`src/wsd_pkg.sv`:
```
package wsd_pkg;

   // Result status codes
   localparam logic [1:0] STATUS_OK         = 2'd0;
   localparam logic [1:0] STATUS_BAD_FIRST  = 2'd1;
   localparam logic [1:0] STATUS_INCOMPLETE = 2'd2;

   // Header constants
   localparam logic [3:0] FIRST_NIBBLE = 4'h8;  // FIN set, RSV clear
   localparam logic [3:0] ERR_OPCODE   = 4'hF;
   localparam logic [6:0] LEN_EXT16    = 7'd126;
   localparam logic [6:0] LEN_EXT64    = 7'd127;

   // Extended length and mask key sizes in bytes
   localparam logic [3:0] EXT16_BYTES = 4'd2;
   localparam logic [3:0] EXT64_BYTES = 4'd8;
   localparam logic [3:0] KEY_BYTES   = 4'd4;

   // Widths of the result channel
   localparam int RSP_DATA_W = 80;

   // One classified byte, passed from the parser to the output stage
   typedef struct packed {
      logic [7:0]  raw_byte;        // received byte, still masked
      logic [7:0]  key_byte;        // mask key byte for this position
      logic        byte_valid;
      logic        frame_done;
      logic [1:0]  status;
      logic [3:0]  opcode;
      logic [3:0]  header_length;
      logic [63:0] payload_length;
   } wsd_entry_type;

endpackage

```
`src/wsd_front.sv`:
```
module wsd_front (
   input  logic                   clock,
   input  logic                   reset,
   input  logic                   req_tvalid,
   output logic                   req_tready,
   input  logic [7:0]             req_tdata,   // [7:0] data_byte
   input  logic                   req_tlast,   // buffer_end
   input  logic                   q_full,
   output logic                   push_valid,
   output wsd_pkg::wsd_entry_type push_entry
);
   import wsd_pkg::*;

   typedef enum logic [2:0] {
      PH_FIRST,
      PH_SECOND,
      PH_EXTLEN,
      PH_MASK,
      PH_PAYLOAD,
      PH_SKIP
   } phase_type;

   phase_type   phase_ff, phase_in;
   logic [3:0]  opcode_ff, opcode_in;
   logic        mask_ff, mask_in;
   logic [3:0]  index_ff, index_in;
   logic [63:0] length_ff, length_in;
   logic [31:0] key_ff, key_in;
   logic [63:0] remain_ff, remain_in;
   logic [1:0]  lane_ff, lane_in;
   logic [3:0]  hdr_len_ff, hdr_len_in;

   logic        accept;
   logic        length_done;
   logic        key_done;
   logic        finish;
   logic [7:0]  b;

   assign req_tready = !q_full;
   assign accept     = req_tvalid && req_tready;
   assign b          = req_tdata;

   // Header parse and payload classification, one byte per transfer
   always_comb begin
      phase_in    = phase_ff;
      opcode_in   = opcode_ff;
      mask_in     = mask_ff;
      index_in    = index_ff;
      length_in   = length_ff;
      key_in      = key_ff;
      remain_in   = remain_ff;
      lane_in     = lane_ff;
      hdr_len_in  = hdr_len_ff;
      length_done = 1'b0;
      key_done    = 1'b0;
      finish      = 1'b0;
      push_valid  = 1'b0;
      push_entry  = '0;

      if (accept) begin
         unique case (phase_ff)
            PH_FIRST: begin
               if (req_tlast) begin
                  push_valid            = 1'b1;
                  push_entry.frame_done = 1'b1;
                  push_entry.status     = STATUS_INCOMPLETE;
                  push_entry.opcode     = ERR_OPCODE;
               end else if (b[7:4] != FIRST_NIBBLE) begin
                  push_valid            = 1'b1;
                  push_entry.frame_done = 1'b1;
                  push_entry.status     = STATUS_BAD_FIRST;
                  push_entry.opcode     = ERR_OPCODE;
                  phase_in              = PH_SKIP;
               end else begin
                  opcode_in  = b[3:0];
                  mask_in    = 1'b0;
                  key_in     = '0;
                  length_in  = '0;
                  index_in   = '0;
                  hdr_len_in = 4'd1;
                  phase_in   = PH_SECOND;
               end
            end
            PH_SECOND: begin
               hdr_len_in = 4'd2;
               mask_in    = b[7];
               length_in  = '0;
               if (b[6:0] == LEN_EXT16) begin
                  index_in = EXT16_BYTES;
                  phase_in = PH_EXTLEN;
               end else if (b[6:0] == LEN_EXT64) begin
                  index_in = EXT64_BYTES;
                  phase_in = PH_EXTLEN;
               end else begin
                  length_in   = {57'd0, b[6:0]};
                  length_done = 1'b1;
               end
            end
            PH_EXTLEN: begin
               length_in  = {length_ff[55:0], b};
               hdr_len_in = 4'(hdr_len_ff + 4'd1);
               index_in   = 4'(index_ff - 4'd1);
               length_done = (index_in == 4'd0);
            end
            PH_MASK: begin
               key_in     = {key_ff[23:0], b};
               hdr_len_in = 4'(hdr_len_ff + 4'd1);
               index_in   = 4'(index_ff - 4'd1);
               key_done   = (index_in == 4'd0);
            end
            PH_PAYLOAD: begin
               push_valid            = 1'b1;
               push_entry.byte_valid = 1'b1;
               push_entry.raw_byte   = b;
               unique case (lane_ff)
                  2'd0:    push_entry.key_byte = key_ff[31:24];
                  2'd1:    push_entry.key_byte = key_ff[23:16];
                  2'd2:    push_entry.key_byte = key_ff[15:8];
                  default: push_entry.key_byte = key_ff[7:0];
               endcase
               lane_in   = 2'(lane_ff + 2'd1);
               remain_in = 64'(remain_ff - 64'd1);
               finish    = (remain_ff == 64'd1);
            end
            default: begin
               // skip trailing bytes until the buffer ends
               if (req_tlast) begin
                  phase_in = PH_FIRST;
               end
            end
         endcase

         // length known: mask key next, or straight to payload
         if (length_done) begin
            if (mask_in) begin
               phase_in = PH_MASK;
               index_in = KEY_BYTES;
            end else begin
               key_done = 1'b1;
            end
         end

         // header complete: start payload or finish an empty frame
         if (key_done) begin
            lane_in   = '0;
            remain_in = length_in;
            if (length_in == 64'd0) begin
               finish = 1'b1;
            end else begin
               phase_in = PH_PAYLOAD;
            end
         end

         if (finish) begin
            push_valid            = 1'b1;
            push_entry.frame_done = 1'b1;
            push_entry.status     = STATUS_OK;
            push_entry.opcode     = opcode_ff;
            phase_in              = PH_SKIP;
         end

         // buffer ran out inside a frame
         if (req_tlast && (phase_ff == PH_SECOND || phase_ff == PH_EXTLEN ||
                           phase_ff == PH_MASK || phase_ff == PH_PAYLOAD)) begin
            phase_in = PH_FIRST;
            if (!finish) begin
               push_valid            = 1'b1;
               push_entry.frame_done = 1'b1;
               push_entry.status     = STATUS_INCOMPLETE;
               push_entry.opcode     = ERR_OPCODE;
            end
         end

         push_entry.header_length  = hdr_len_in;
         push_entry.payload_length = length_in;
      end
   end

   always_ff @(posedge clock) begin
      if (reset) begin
         phase_ff   <= PH_FIRST;
         opcode_ff  <= '0;
         mask_ff    <= 1'b0;
         index_ff   <= '0;
         length_ff  <= '0;
         key_ff     <= '0;
         remain_ff  <= '0;
         lane_ff    <= '0;
         hdr_len_ff <= '0;
      end else begin
         phase_ff   <= phase_in;
         opcode_ff  <= opcode_in;
         mask_ff    <= mask_in;
         index_ff   <= index_in;
         length_ff  <= length_in;
         key_ff     <= key_in;
         remain_ff  <= remain_in;
         lane_ff    <= lane_in;
         hdr_len_ff <= hdr_len_in;
      end
   end

endmodule

```
`src/wsd_queue.sv`:
```
module wsd_queue #(
   parameter int DEPTH = 4
) (
   input  logic                   clock,
   input  logic                   reset,
   input  logic                   push_valid,
   input  wsd_pkg::wsd_entry_type push_entry,
   output logic                   q_full,
   output logic                   pop_valid,
   input  logic                   pop_ready,
   output wsd_pkg::wsd_entry_type pop_entry
);
   import wsd_pkg::*;

   localparam int PW = $clog2(DEPTH);
   localparam int CW = $clog2(DEPTH + 1);

   wsd_entry_type mem [DEPTH];
   logic [PW-1:0] wr_ptr_ff, wr_ptr_in;
   logic [PW-1:0] rd_ptr_ff, rd_ptr_in;
   logic [CW-1:0] count_ff, count_in;
   logic          do_push;
   logic          do_pop;

   assign q_full    = (count_ff == CW'(DEPTH));
   assign pop_valid = (count_ff != '0);
   assign pop_entry = mem[rd_ptr_ff];
   assign do_push   = push_valid && !q_full;
   assign do_pop    = pop_valid && pop_ready;

   // Pointer wrap and fill count
   always_comb begin
      wr_ptr_in = wr_ptr_ff;
      rd_ptr_in = rd_ptr_ff;
      count_in  = count_ff;
      if (do_push) begin
         wr_ptr_in = (wr_ptr_ff == PW'(DEPTH - 1)) ? '0 : PW'(wr_ptr_ff + 1'b1);
      end
      if (do_pop) begin
         rd_ptr_in = (rd_ptr_ff == PW'(DEPTH - 1)) ? '0 : PW'(rd_ptr_ff + 1'b1);
      end
      if (do_push && !do_pop) begin
         count_in = CW'(count_ff + 1'b1);
      end else if (do_pop && !do_push) begin
         count_in = CW'(count_ff - 1'b1);
      end
   end

   always_ff @(posedge clock) begin
      if (reset) begin
         wr_ptr_ff <= '0;
         rd_ptr_ff <= '0;
         count_ff  <= '0;
      end else begin
         wr_ptr_ff <= wr_ptr_in;
         rd_ptr_ff <= rd_ptr_in;
         count_ff  <= count_in;
      end
   end

   // Entry storage
   always_ff @(posedge clock) begin
      if (do_push) begin
         mem[wr_ptr_ff] <= push_entry;
      end
   end

endmodule

```
`src/wsd_back.sv`:
```
module wsd_back (
   input  logic                                 clock,
   input  logic                                 reset,
   input  logic                                 pop_valid,
   output logic                                 pop_ready,
   input  wsd_pkg::wsd_entry_type               pop_entry,
   output logic                                 rsp_tvalid,
   input  logic                                 rsp_tready,
   output logic [wsd_pkg::RSP_DATA_W-1:0]       rsp_tdata,
   output logic                                 rsp_tuser,
   output logic                                 rsp_tlast
);
   import wsd_pkg::*;

   logic                  valid_ff;
   logic [RSP_DATA_W-1:0] data_ff, data_in;
   logic                  user_ff, user_in;
   logic                  last_ff, last_in;
   logic [7:0]            payload;
   logic [63:0]           consumed;

   assign pop_ready = !valid_ff || rsp_tready;

   // Unmask payload and total the consumed byte count
   always_comb begin
      payload  = pop_entry.byte_valid ? (pop_entry.raw_byte ^ pop_entry.key_byte) : 8'd0;
      consumed = '0;
      if (pop_entry.frame_done && pop_entry.status == STATUS_OK) begin
         consumed = {60'd0, pop_entry.header_length} + pop_entry.payload_length;
      end
      data_in = {2'b00, consumed, pop_entry.status, pop_entry.opcode, payload};
      user_in = pop_entry.byte_valid;
      last_in = pop_entry.frame_done;
   end

   // Output register
   always_ff @(posedge clock) begin
      if (reset) begin
         valid_ff <= 1'b0;
      end else if (pop_ready) begin
         valid_ff <= pop_valid;
      end
   end

   always_ff @(posedge clock) begin
      if (pop_ready && pop_valid) begin
         data_ff <= data_in;
         user_ff <= user_in;
         last_ff <= last_in;
      end
   end

   assign rsp_tvalid = valid_ff;
   assign rsp_tdata  = data_ff;
   assign rsp_tuser  = user_ff;
   assign rsp_tlast  = last_ff;

endmodule

```
`src/websocket_frame_deframer.sv`:
```
// WebSocket frame deframer.
// The req channel carries one received byte per transfer, with req_tlast on
// the last byte of the buffer. The block parses one frame header (first
// byte, length byte, 16- or 64-bit extended length, optional mask key) and
// sends each payload byte, unmasked, on the rsp channel (rsp_tuser high).
// The result with rsp_tlast high closes the frame run and carries status,
// opcode and consumed count; on an incomplete status the payload already
// sent is to be dropped. Bytes after the frame produce no result until the
// buffer ends, then the next buffer starts a new frame.
// Throughput: one byte per cycle while the queue is not full; a stalled rsp
// can hold req_tready low. Each result passes through the entry queue and
// then the output register before rsp_tvalid rises.
// The parser classifies each byte combinationally in the transfer cycle; the
// 64-bit consumed sum is formed in the output stage.
// Reset: synchronous; the parser waits for a first header byte and the
// queue and output register are empty. No clearing pass is needed.
// Backpressure: a stalled rsp fills the QUEUE_DEPTH-entry queue, after
// which req_tready drops until an entry drains. QUEUE_DEPTH must be >= 2.
module websocket_frame_deframer #(
   parameter int QUEUE_DEPTH = 4
) (
   input  logic                               clock,
   input  logic                               reset,
   input  logic                               req_tvalid,
   output logic                               req_tready,
   input  logic [7:0]                         req_tdata,   // [7:0] data_byte
   input  logic                               req_tlast,   // buffer_end
   output logic                               rsp_tvalid,
   input  logic                               rsp_tready,
   // [7:0] payload_byte, [11:8] frame_opcode, [13:12] status,
   // [77:14] consumed, [79:78] zero
   output logic [wsd_pkg::RSP_DATA_W-1:0]     rsp_tdata,
   output logic                               rsp_tuser,   // byte_valid
   output logic                               rsp_tlast    // frame_done
);
   import wsd_pkg::*;

   wsd_entry_type push_entry;
   wsd_entry_type pop_entry;
   logic          push_valid;
   logic          q_full;
   logic          pop_valid;
   logic          pop_ready;

   wsd_front u_front (
      .clock      (clock),
      .reset      (reset),
      .req_tvalid (req_tvalid),
      .req_tready (req_tready),
      .req_tdata  (req_tdata),
      .req_tlast  (req_tlast),
      .q_full     (q_full),
      .push_valid (push_valid),
      .push_entry (push_entry)
   );

   wsd_queue #(
      .DEPTH (QUEUE_DEPTH)
   ) u_queue (
      .clock      (clock),
      .reset      (reset),
      .push_valid (push_valid),
      .push_entry (push_entry),
      .q_full     (q_full),
      .pop_valid  (pop_valid),
      .pop_ready  (pop_ready),
      .pop_entry  (pop_entry)
   );

   wsd_back u_back (
      .clock      (clock),
      .reset      (reset),
      .pop_valid  (pop_valid),
      .pop_ready  (pop_ready),
      .pop_entry  (pop_entry),
      .rsp_tvalid (rsp_tvalid),
      .rsp_tready (rsp_tready),
      .rsp_tdata  (rsp_tdata),
      .rsp_tuser  (rsp_tuser),
      .rsp_tlast  (rsp_tlast)
   );

   // The parser never pushes into a full queue
   a_no_overflow : assert property (@(posedge clock) disable iff (reset)
      push_valid |-> !q_full)
      else $error("entry pushed into full queue");

   // Results that do not close a frame carry no status, opcode or count
   a_mid_run_clean : assert property (@(posedge clock) disable iff (reset)
      (rsp_tvalid && !rsp_tlast) |->
         (rsp_tdata[13:12] == STATUS_OK && rsp_tdata[11:8] == 4'd0 &&
          rsp_tdata[77:14] == 64'd0))
      else $error("status fields set on a result inside a frame");

   // Any error closes with the error opcode and no count
   a_error_opcode : assert property (@(posedge clock) disable iff (reset)
      (rsp_tvalid && rsp_tdata[13:12] != STATUS_OK) |->
         (rsp_tlast && rsp_tdata[11:8] == ERR_OPCODE && rsp_tdata[77:14] == 64'd0))
      else $error("error result without error opcode");

   // A non-payload result must have a zero payload byte
   a_idle_byte_zero : assert property (@(posedge clock) disable iff (reset)
      (rsp_tvalid && !rsp_tuser) |-> (rsp_tlast && rsp_tdata[7:0] == 8'd0))
      else $error("stray payload byte");

endmodule

```
`config.mk`:
```
export PLATFORM = sky130hd
export DESIGN_NAME = websocket_frame_deframer
export DESIGN_NICKNAME = d
export VERILOG_FILES = /design/src/wsd_pkg.sv /design/src/wsd_front.sv /design/src/wsd_queue.sv /design/src/wsd_back.sv /design/src/websocket_frame_deframer.sv
export SDC_FILE = /design/constraint.sdc
export NUM_CORES = 1
export LEC_CHECK = 0
export ABC_CLOCK_PERIOD_IN_PS = 7860
export BUFFER_PORTS_ARGS = -buffer_cell sky130_fd_sc_hd__buf_4
export CELL_PAD_IN_SITES_DETAIL_PLACEMENT = 0
export CELL_PAD_IN_SITES_GLOBAL_PLACEMENT = 1
export CORE_ASPECT_RATIO = 1.75
export CORE_MARGIN = 10
export CORE_UTILIZATION = 48
export CTS_BUF_LIST = sky130_fd_sc_hd__clkbuf_4 sky130_fd_sc_hd__clkbuf_8
export DETAILED_ROUTE_END_ITERATION = 6
export PLACE_DENSITY = 0.74
export SYNTH_ARGS = -nofsm -noshare
export SYNTH_HDL_FRONTEND = slang
export SYNTH_SLANG_ARGS = --single-unit
```
`constraint.sdc`:
```
create_clock -name clock -period 7.86 [get_ports clock]
set_input_delay 0.786 -clock clock [delete_from_list [all_inputs] [get_ports clock]]
set_output_delay 0.786 -clock clock [all_outputs]
set_load 0.05 [all_outputs]
```
==> results.txt, run 1 <==
status -> completed
Layout Cells excl Fill -> 3223
Largest delay share family, worst path -> compound AO/OA/AOI/OAI gates
final core area utilization -> 54.4%
largest net degree at the start of global routing -> 107
Critical Path Source Type -> register
WL/cell -> 25.1 um
setup violators final -> 0
multi-input logic area -> 9930 um^2
CTS resizes -> 0
Num CTS Buffers -> 92
global-route wire length before repair -> 121000 um
DR vias/cell -> 6.05
Worst-Margin Slew -> 1.19 ns
IO Pins -> 97
Finished Cell Area -> 31200 um^2
Worst Setup End Kind -> register
Critical Path AT -> 5.64 ns
CTS Root Cell -> clkbuf_8
WP data required -> 8.22 ns
placed cell count -> 3053
WHS Path Cells -> 3
via count -> 19500
Cell Chain, Critical Path -> a21oi_1, o211ai_1, buf_4, o21ai_0, o211ai_1, a21oi_1, a41oi_1, nor2_1, and2_4, buf_4
Max Cap Violations -> 0
drc violations -> 0
Slew Limit Fails -> 0
final hold violation count -> 0
Synth Register Bits -> 636
sequential area share after synthesis -> 61.9%
worst-path maximum fanout -> 65
P_leak -> 10.6 nW
setup_tns -> 0 ns
DIE HEIGHT -> 339 um
die area -> 68400 um^2
Post-synth EDFFs -> 448
Async SR Flop Fraction -> 0%
Worst Hold Path EP -> u_front.key_ff[6]$_SDFFE_PP0P_
Worst R2R Path Depth -> 10
Buffers & Inverters on Critical Path -> 2
number of port buffers -> 94
nets@finish -> 2414
synthesized instance count -> 2303
Reg area -> 17200 um^2
Min-Delay Path Class -> in -> reg
CTS Hold Buffers Added -> 0
Max stage delay cell, worst path -> and2_4
pre-CTS WS -> 2.21 ns
Pwr Density -> 369 nW/um^2
Final WS setup -> 2.58 ns
site row count -> 116
Fill cells -> 4920
antenna violations before repair -> 1
hpwl dp -> 55900 um
WL final -> 81000 um
first drt pass iteration count -> 6
antenna-violating nets left -> 0
period utilisation layout -> 67.2%
synthesized area -> 27800 um^2
CORE AREA -> 57300 um^2
DP Area -> 29100 um^2
Clock Latency Late Sink -> 0.72 ns
area grow syn2layout -> 12.0%
RSZ-0062 raised after global routing -> no
R2R setup slack -> 2.58 ns
Initial Util -> 48.5%
vias in the first global route -> 19600
reg-to-reg startpoint -> u_front.phase_ff[2]$_SDFFE_PP0P_
hold path start -> req_tdata[6]
highest clock rate -> 0.189 GHz
Unique masters post-synth -> 83
hold slack -> 0.369 ns
Iter 0 DRT Violations -> 1467
Rel. slew slack -> 20.6%
CTS clock-pin slew for the worst setup and hold paths -> 0.08 ns
Synth Flop Type -> edfxtp_1
setup bufs post-CTS -> 0
Clock Path Buffers -> 3
clk sinks -> 636
Mean Syn Cell Area -> 12.1 um^2
worst vdd ir -> 0.000219 V
GPL Wtd Cong -> 0.954
crit path kind -> reg -> reg
gr ovfl total -> 0
Yosys Warn Count -> 0
aggregate global-route resource usage -> 23.2%
worst reg2reg path endpoint -> u_queue.mem[1][50]$_DFFE_PP_
CTS tree -> yes
share of cells above drive strength 1 -> 16.7%
Chip Width -> 202 um
Slowest Stage Delay on Critical Path -> 0.91 ns
Final Critical Period -> 5.28 ns
H-tree depth -> 3
total power -> 11.5 mW
Clock Skew -> 0.0384 ns
==> metal layers <==
metal	GRT usage, %	vias up	part of all wire, %
met4	15.9	0	7.1
met1	24.9	9723	36
met2	41.2	697	52
met5	0	-	0
li1	-	8818	-
met3	3.56	253	5.1
==> flip-flops by register name (all words and copies together), names as in the netlist, named ones only <==
| signal | count |
|---|---|
| u_front.mask_ff | 1 |
| u_back.rsp_tuser | 1 |
| u_back.rsp_tvalid | 1 |
| u_queue.wr_ptr_ff | 2 |
| u_queue.rd_ptr_ff | 2 |
| u_front.key_ff | 32 |
| u_back.rsp_tlast | 1 |
| u_queue.mem | 368 |
| u_front.hdr_len_ff | 4 |
| u_front.opcode_ff | 4 |
| u_front.index_ff | 4 |
| u_front.length_ff | 64 |
| u_front.remain_ff | 64 |
| u_front.phase_ff | 3 |
| u_back.rsp_tdata | 78 |
| u_front.lane_ff | 2 |
| u_queue.count_ff | 3 |
==> placed cells by master, fill, tap and decap left out, types with 5 or more instances in the layout <==
| cell | instances |
|---|---|
| ha_1 | 19 |
| and4_1 | 6 |
| nor4_1 | 33 |
| clkbuf_8 | 106 |
| bufinv_16 | 7 |
| edfxtp_1 | 448 |
| dfxtp_1 | 186 |
| nand3_1 | 68 |
| clkinv_2 | 13 |
| clkinv_1 | 13 |
| buf_4 | 118 |
| o22ai_1 | 14 |
| or2_2 | 7 |
| o21ai_0 | 68 |
| nand2_1 | 152 |
| a21oi_1 | 188 |
| and3_1 | 21 |
| mux4_2 | 80 |
| mux2i_1 | 8 |
| nand4_1 | 29 |
| a32oi_1 | 10 |
| a22oi_1 | 91 |
| clkinvlp_4 | 5 |
| a21o_1 | 12 |
| xor2_1 | 41 |
| a211oi_1 | 8 |
| nor2_1 | 347 |
| or3_1 | 18 |
| or4_1 | 11 |
| xnor2_1 | 53 |
| and2_1 | 8 |
| inv_1 | 34 |
| nor3_1 | 63 |
| a221oi_1 | 5 |
| clkbuf_4 | 22 |
| o21ai_1 | 10 |
| nand2b_1 | 11 |
| a31oi_1 | 10 |
| a222oi_1 | 8 |
==> worst max-delay path by stage <==
stage	startpoint	to	cells after the start
2_1_floorplan	rsp_tready	u_queue.count_ff[2]$_SDFFE_PP0P_	9
3_3_place_gp	req_tdata[6]	u_queue.mem[1][37]$_DFFE_PP_	11
3_5_place_dp	req_tdata[6]	u_queue.mem[1][40]$_DFFE_PP_	11
4_1_cts	u_front.phase_ff[2]$_SDFFE_PP0P_	u_queue.mem[0][64]$_DFFE_PP_	10
5_1_grt	u_front.phase_ff[2]$_SDFFE_PP0P_	u_queue.mem[1][0]$_DFFE_PP_	10
6_report	u_front.phase_ff[2]$_SDFFE_PP0P_	u_queue.mem[1][50]$_DFFE_PP_	10
==> power by group <==
part	internal, mW	switching, mW
registers	4.21	0.285
logic	1.38	2.76
clock network	1.58	1.31
==> logic make-up after synthesis <==
logic type / synth area share, %
XOR/XNOR: 2.96
AND/OR/NAND/NOR: 13.8
flip-flops: 61.9
buffers and inverters: 2.75
other: 0.0135
adder cells (fa/ha/maj): 0.998
AO/OA/AOI/OAI: 10.5
multiplexers: 7.13
==> worst min-delay path: cells and delay by family <==
family	cells	cell delay, ns
simple gates	1	0.06
compound gates	1	0.05
buf+inv	1	0.14
==> Yosys cell counts, drive strengths merged (6+ instances only) <==
| master | number | area share (%) |
|---|---|---|
| ha | 19 | 0.85 |
| nand2b | 11 | 0.25 |
| a21oi | 190 | 3.4 |
| a31oi | 10 | 0.22 |
| or3 | 19 | 0.45 |
| nand4 | 29 | 0.65 |
| clkbuf | 94 | 1.3 |
| a221oi | 6 | 0.21 |
| buf | 43 | 1.0 |
| o22ai | 14 | 0.31 |
| mux4 | 83 | 6.8 |
| nor4 | 36 | 0.94 |
| mux2i | 8 | 0.29 |
| a22oi | 91 | 2.5 |
| or2 | 7 | 0.16 |
| nor3 | 68 | 1.3 |
| inv | 34 | 0.46 |
| a32oi | 11 | 0.35 |
| nor2 | 349 | 4.7 |
| dfxtp | 188 | 14 |
| nand3 | 69 | 1.2 |
| nand2 | 155 | 2.1 |
| and3 | 21 | 0.47 |
| a211oi | 9 | 0.26 |
| edfxtp | 448 | 48 |
| xor2 | 41 | 1.3 |
| xnor2 | 53 | 1.7 |
| a222oi | 8 | 0.29 |
| or4 | 11 | 0.30 |
| o21ai | 79 | 1.4 |
| a21o | 12 | 0.32 |
| and2 | 13 | 0.29 |
| and4 | 7 | 0.23 |
==> final cells by class <==
type / count / share of cell area (%)
Antenna cell: 1 / 0.00803
Clock inverter: 41 / 1.32
Clock buffer: 128 / 5.21
Tap cell: 767 / 3.08
Sequential cell: 636 / 55.2
Inverter: 36 / 0.433
Timing Repair Buffer: 119 / 2.88
Multi-Input combinational cell: 1495 / 31.8
No activity file was read; power rests on OpenSTA's default activity.
==> run 2, diff against run 1 <==
- ABC_CLOCK_PERIOD_IN_PS: 7860 -> 4350
- PLACE_DENSITY: 0.74 -> 0.77
- clock period: 7.86 -> 4.35 ns (I/O delays scaled with it)
==> run 2 against run 1 <==
First-iteration DRC count is 2.4% higher. Register-to-register slack lost 2.1 ns. Utilization increased by 0.62 points. Global-route usage down 0.93 points. Maximum frequency up 37%. Total power is 82% higher. Worst setup slack worse by 2.1 ns. Combinational power grew 88%. Sequential cell count unchanged. Wire length down 4.3%. Sequential power up 79%. Clock skew about the same. Critical endpoint is now u_back.rsp_tdata[63]$_SDFFCE_PN0P_.
==> results.txt, run 2 (same netlist as run 1, synthesis figures left out) <==
CTS tree -> yes
Worst-Margin Slew -> 1.15 ns
CTS Hold Buffers Added -> 0
antenna-violating nets left -> 0
largest net degree at the start of global routing -> 93
WP data required -> 4.74 ns
Chip Width -> 202 um
clk sinks -> 636
CTS Root Cell -> clkbuf_8
Clock Skew -> 0.0380 ns
global-route wire length before repair -> 117000 um
drc violations -> 0
worst-path maximum fanout -> 13
Pwr Density -> 664 nW/um^2
crit path kind -> reg -> reg
Iter 0 DRT Violations -> 1502
hold slack -> 0.0776 ns
Slew Limit Fails -> 0
setup bufs post-CTS -> 0
Min-Delay Path Class -> in -> reg
Largest Register -> u_queue.mem
commonest non-fill, non-tap cell in the layout -> edfxtp_1
Final WS setup -> 0.484 ns
status -> completed
Buffers & Inverters on Critical Path -> 0
gr ovfl total -> 0
number of port buffers -> 94
worst vdd ir -> 0.000406 V
H-tree depth -> 3
final hold violation count -> 0
IO Pins -> 97
Worst Hold Path EP -> u_front.phase_ff[2]$_SDFFE_PP0P_
Slowest Stage Delay on Critical Path -> 0.75 ns
antenna violations before repair -> 1
Max stage delay cell, worst path -> a21oi_1
area grow syn2layout -> 13.3%
Final Critical Period -> 3.87 ns
CORE AREA -> 57300 um^2
highest clock rate -> 0.259 GHz
WL final -> 77500 um
Critical Path Source Type -> register
Largest delay share family, worst path -> compound AO/OA/AOI/OAI gates
hpwl dp -> 53500 um
Critical Path AT -> 4.26 ns
DR vias/cell -> 6.00
nets@finish -> 2450
setup violators final -> 0
pre-CTS WS -> 0.364 ns
Rel. slew slack -> 22.5%
max FFs per register -> 368
WHS Path Cells -> 2
most used cell, CP -> a21o_1
Clock Path Buffers -> 3
setup_tns -> 0 ns
Worst Setup End Kind -> register
site row count -> 116
hold path start -> req_tlast
Clock Latency Late Sink -> 0.69 ns
WL/cell -> 23.8 um
Initial Util -> 48.5%
Max Cap Violations -> 0
via count -> 19600
GPL Wtd Cong -> 0.955
die area -> 68400 um^2
CTS resizes -> 0
aggregate global-route resource usage -> 22.3%
Num CTS Buffers -> 89
RSZ-0062 raised after global routing -> no
first drt pass iteration count -> 6
most frequent cells in the layout -> edfxtp_1 (448), nor2_1 (348), a21oi_1 (187), dfxtp_1 (186), nand2_1 (152)
worst reg2reg path endpoint -> u_back.rsp_tdata[63]$_SDFFCE_PN0P_
period utilisation layout -> 88.9%
DIE HEIGHT -> 339 um
share of cells above drive strength 1 -> 18.2%
R2R setup slack -> 0.48 ns
vias in the first global route -> 19300
Worst R2R Path Depth -> 10
CTS clock-pin slew for the worst setup and hold paths -> 0.07 ns
P_leak -> 10.8 nW
Cell Chain, Critical Path -> mux4_2, ha_1, a21o_1, a21o_1, a21oi_1, and4bb_1, and4_4, nand2_1, xor2_1, nor2_1
==> run 2: cell count changes in the layout (fill, tap and decap cells not counted), sizes merged <==
cell / change
buf: +39
bufinv: -1
inv: +1
clkbuf: +2
clkinv: -6
clkinvlp: +3
==> run 2: worst max-delay path by stage <==
| stage | slack (ns) | end | cells after the start |
|---|---|---|---|
| after floorplan | 0.009 | u_back.rsp_tdata[66]$_SDFFCE_PN0P_ | 21 |
| after global placement | 0.41 | u_back.rsp_tdata[63]$_SDFFCE_PN0P_ | 10 |
| after detailed placement | 0.36 | u_back.rsp_tdata[63]$_SDFFCE_PN0P_ | 10 |
| after CTS | 0.35 | u_back.rsp_tdata[63]$_SDFFCE_PN0P_ | 10 |
| after global routing | 0.27 | u_queue.count_ff[2]$_SDFFE_PP0P_ | 13 |
| final | 0.48 | u_back.rsp_tdata[63]$_SDFFCE_PN0P_ | 10 |
==> run 2: layout make-up <==
cell class | instances | area (um^2)
Inverter | 36 | 135
Clock buffer | 130 | 1630
Multi-Input combinational cell | 1495 | 9920
Fill cell | 4809 | 25800
Clock inverter | 38 | 380
Antenna cell | 1 | 2.50
Sequential cell | 636 | 17200
Tap cell | 767 | 960
Timing Repair Buffer | 158 | 1280
==> run 2: worst register-to-register path: cells and delay by family (launching register included) <==
family / cells / cell delay (ns)
flip-flops: 1 / 0.52
adder cells (fa/ha/maj): 1 / 0.30
AND/OR/NAND/NOR: 4 / 0.89
multiplexers: 1 / 0.57
AO/OA/AOI/OAI: 3 / 1.14
XOR/XNOR: 1 / 0.17
==> run 2: per-stage QoR <==
step           cell area [um^2]  instances  power, mW  util [%]
2_1_floorplan             27900       2304       13.6         -
3_3_place_gp              29500       3092       15.9      51.5
3_5_place_dp              29500       3092       16.0      51.5
4_1_cts                   31500       3260       21.1      55.0
5_1_grt                   31500       3261       22.0      55.0
6_report                  31500       3261       20.9      55.0
==> run 2: power by group <==
group | switching, mW | total [mW] | internal [mW]
registers | 0.430 | 8.03 | 7.60
clock network | 2.29 | 5.10 | 2.81
logic | 5.17 | 7.80 | 2.62
==> run 2: layer usage <==
metal	up-vias	routed length, um	global-route usage, %
met5	-	0	0
met4	0	5460	15.3
met3	239	4290	3.65
met2	728	39700	38.6
met1	9681	28000	24.6
li1	8911	-	-
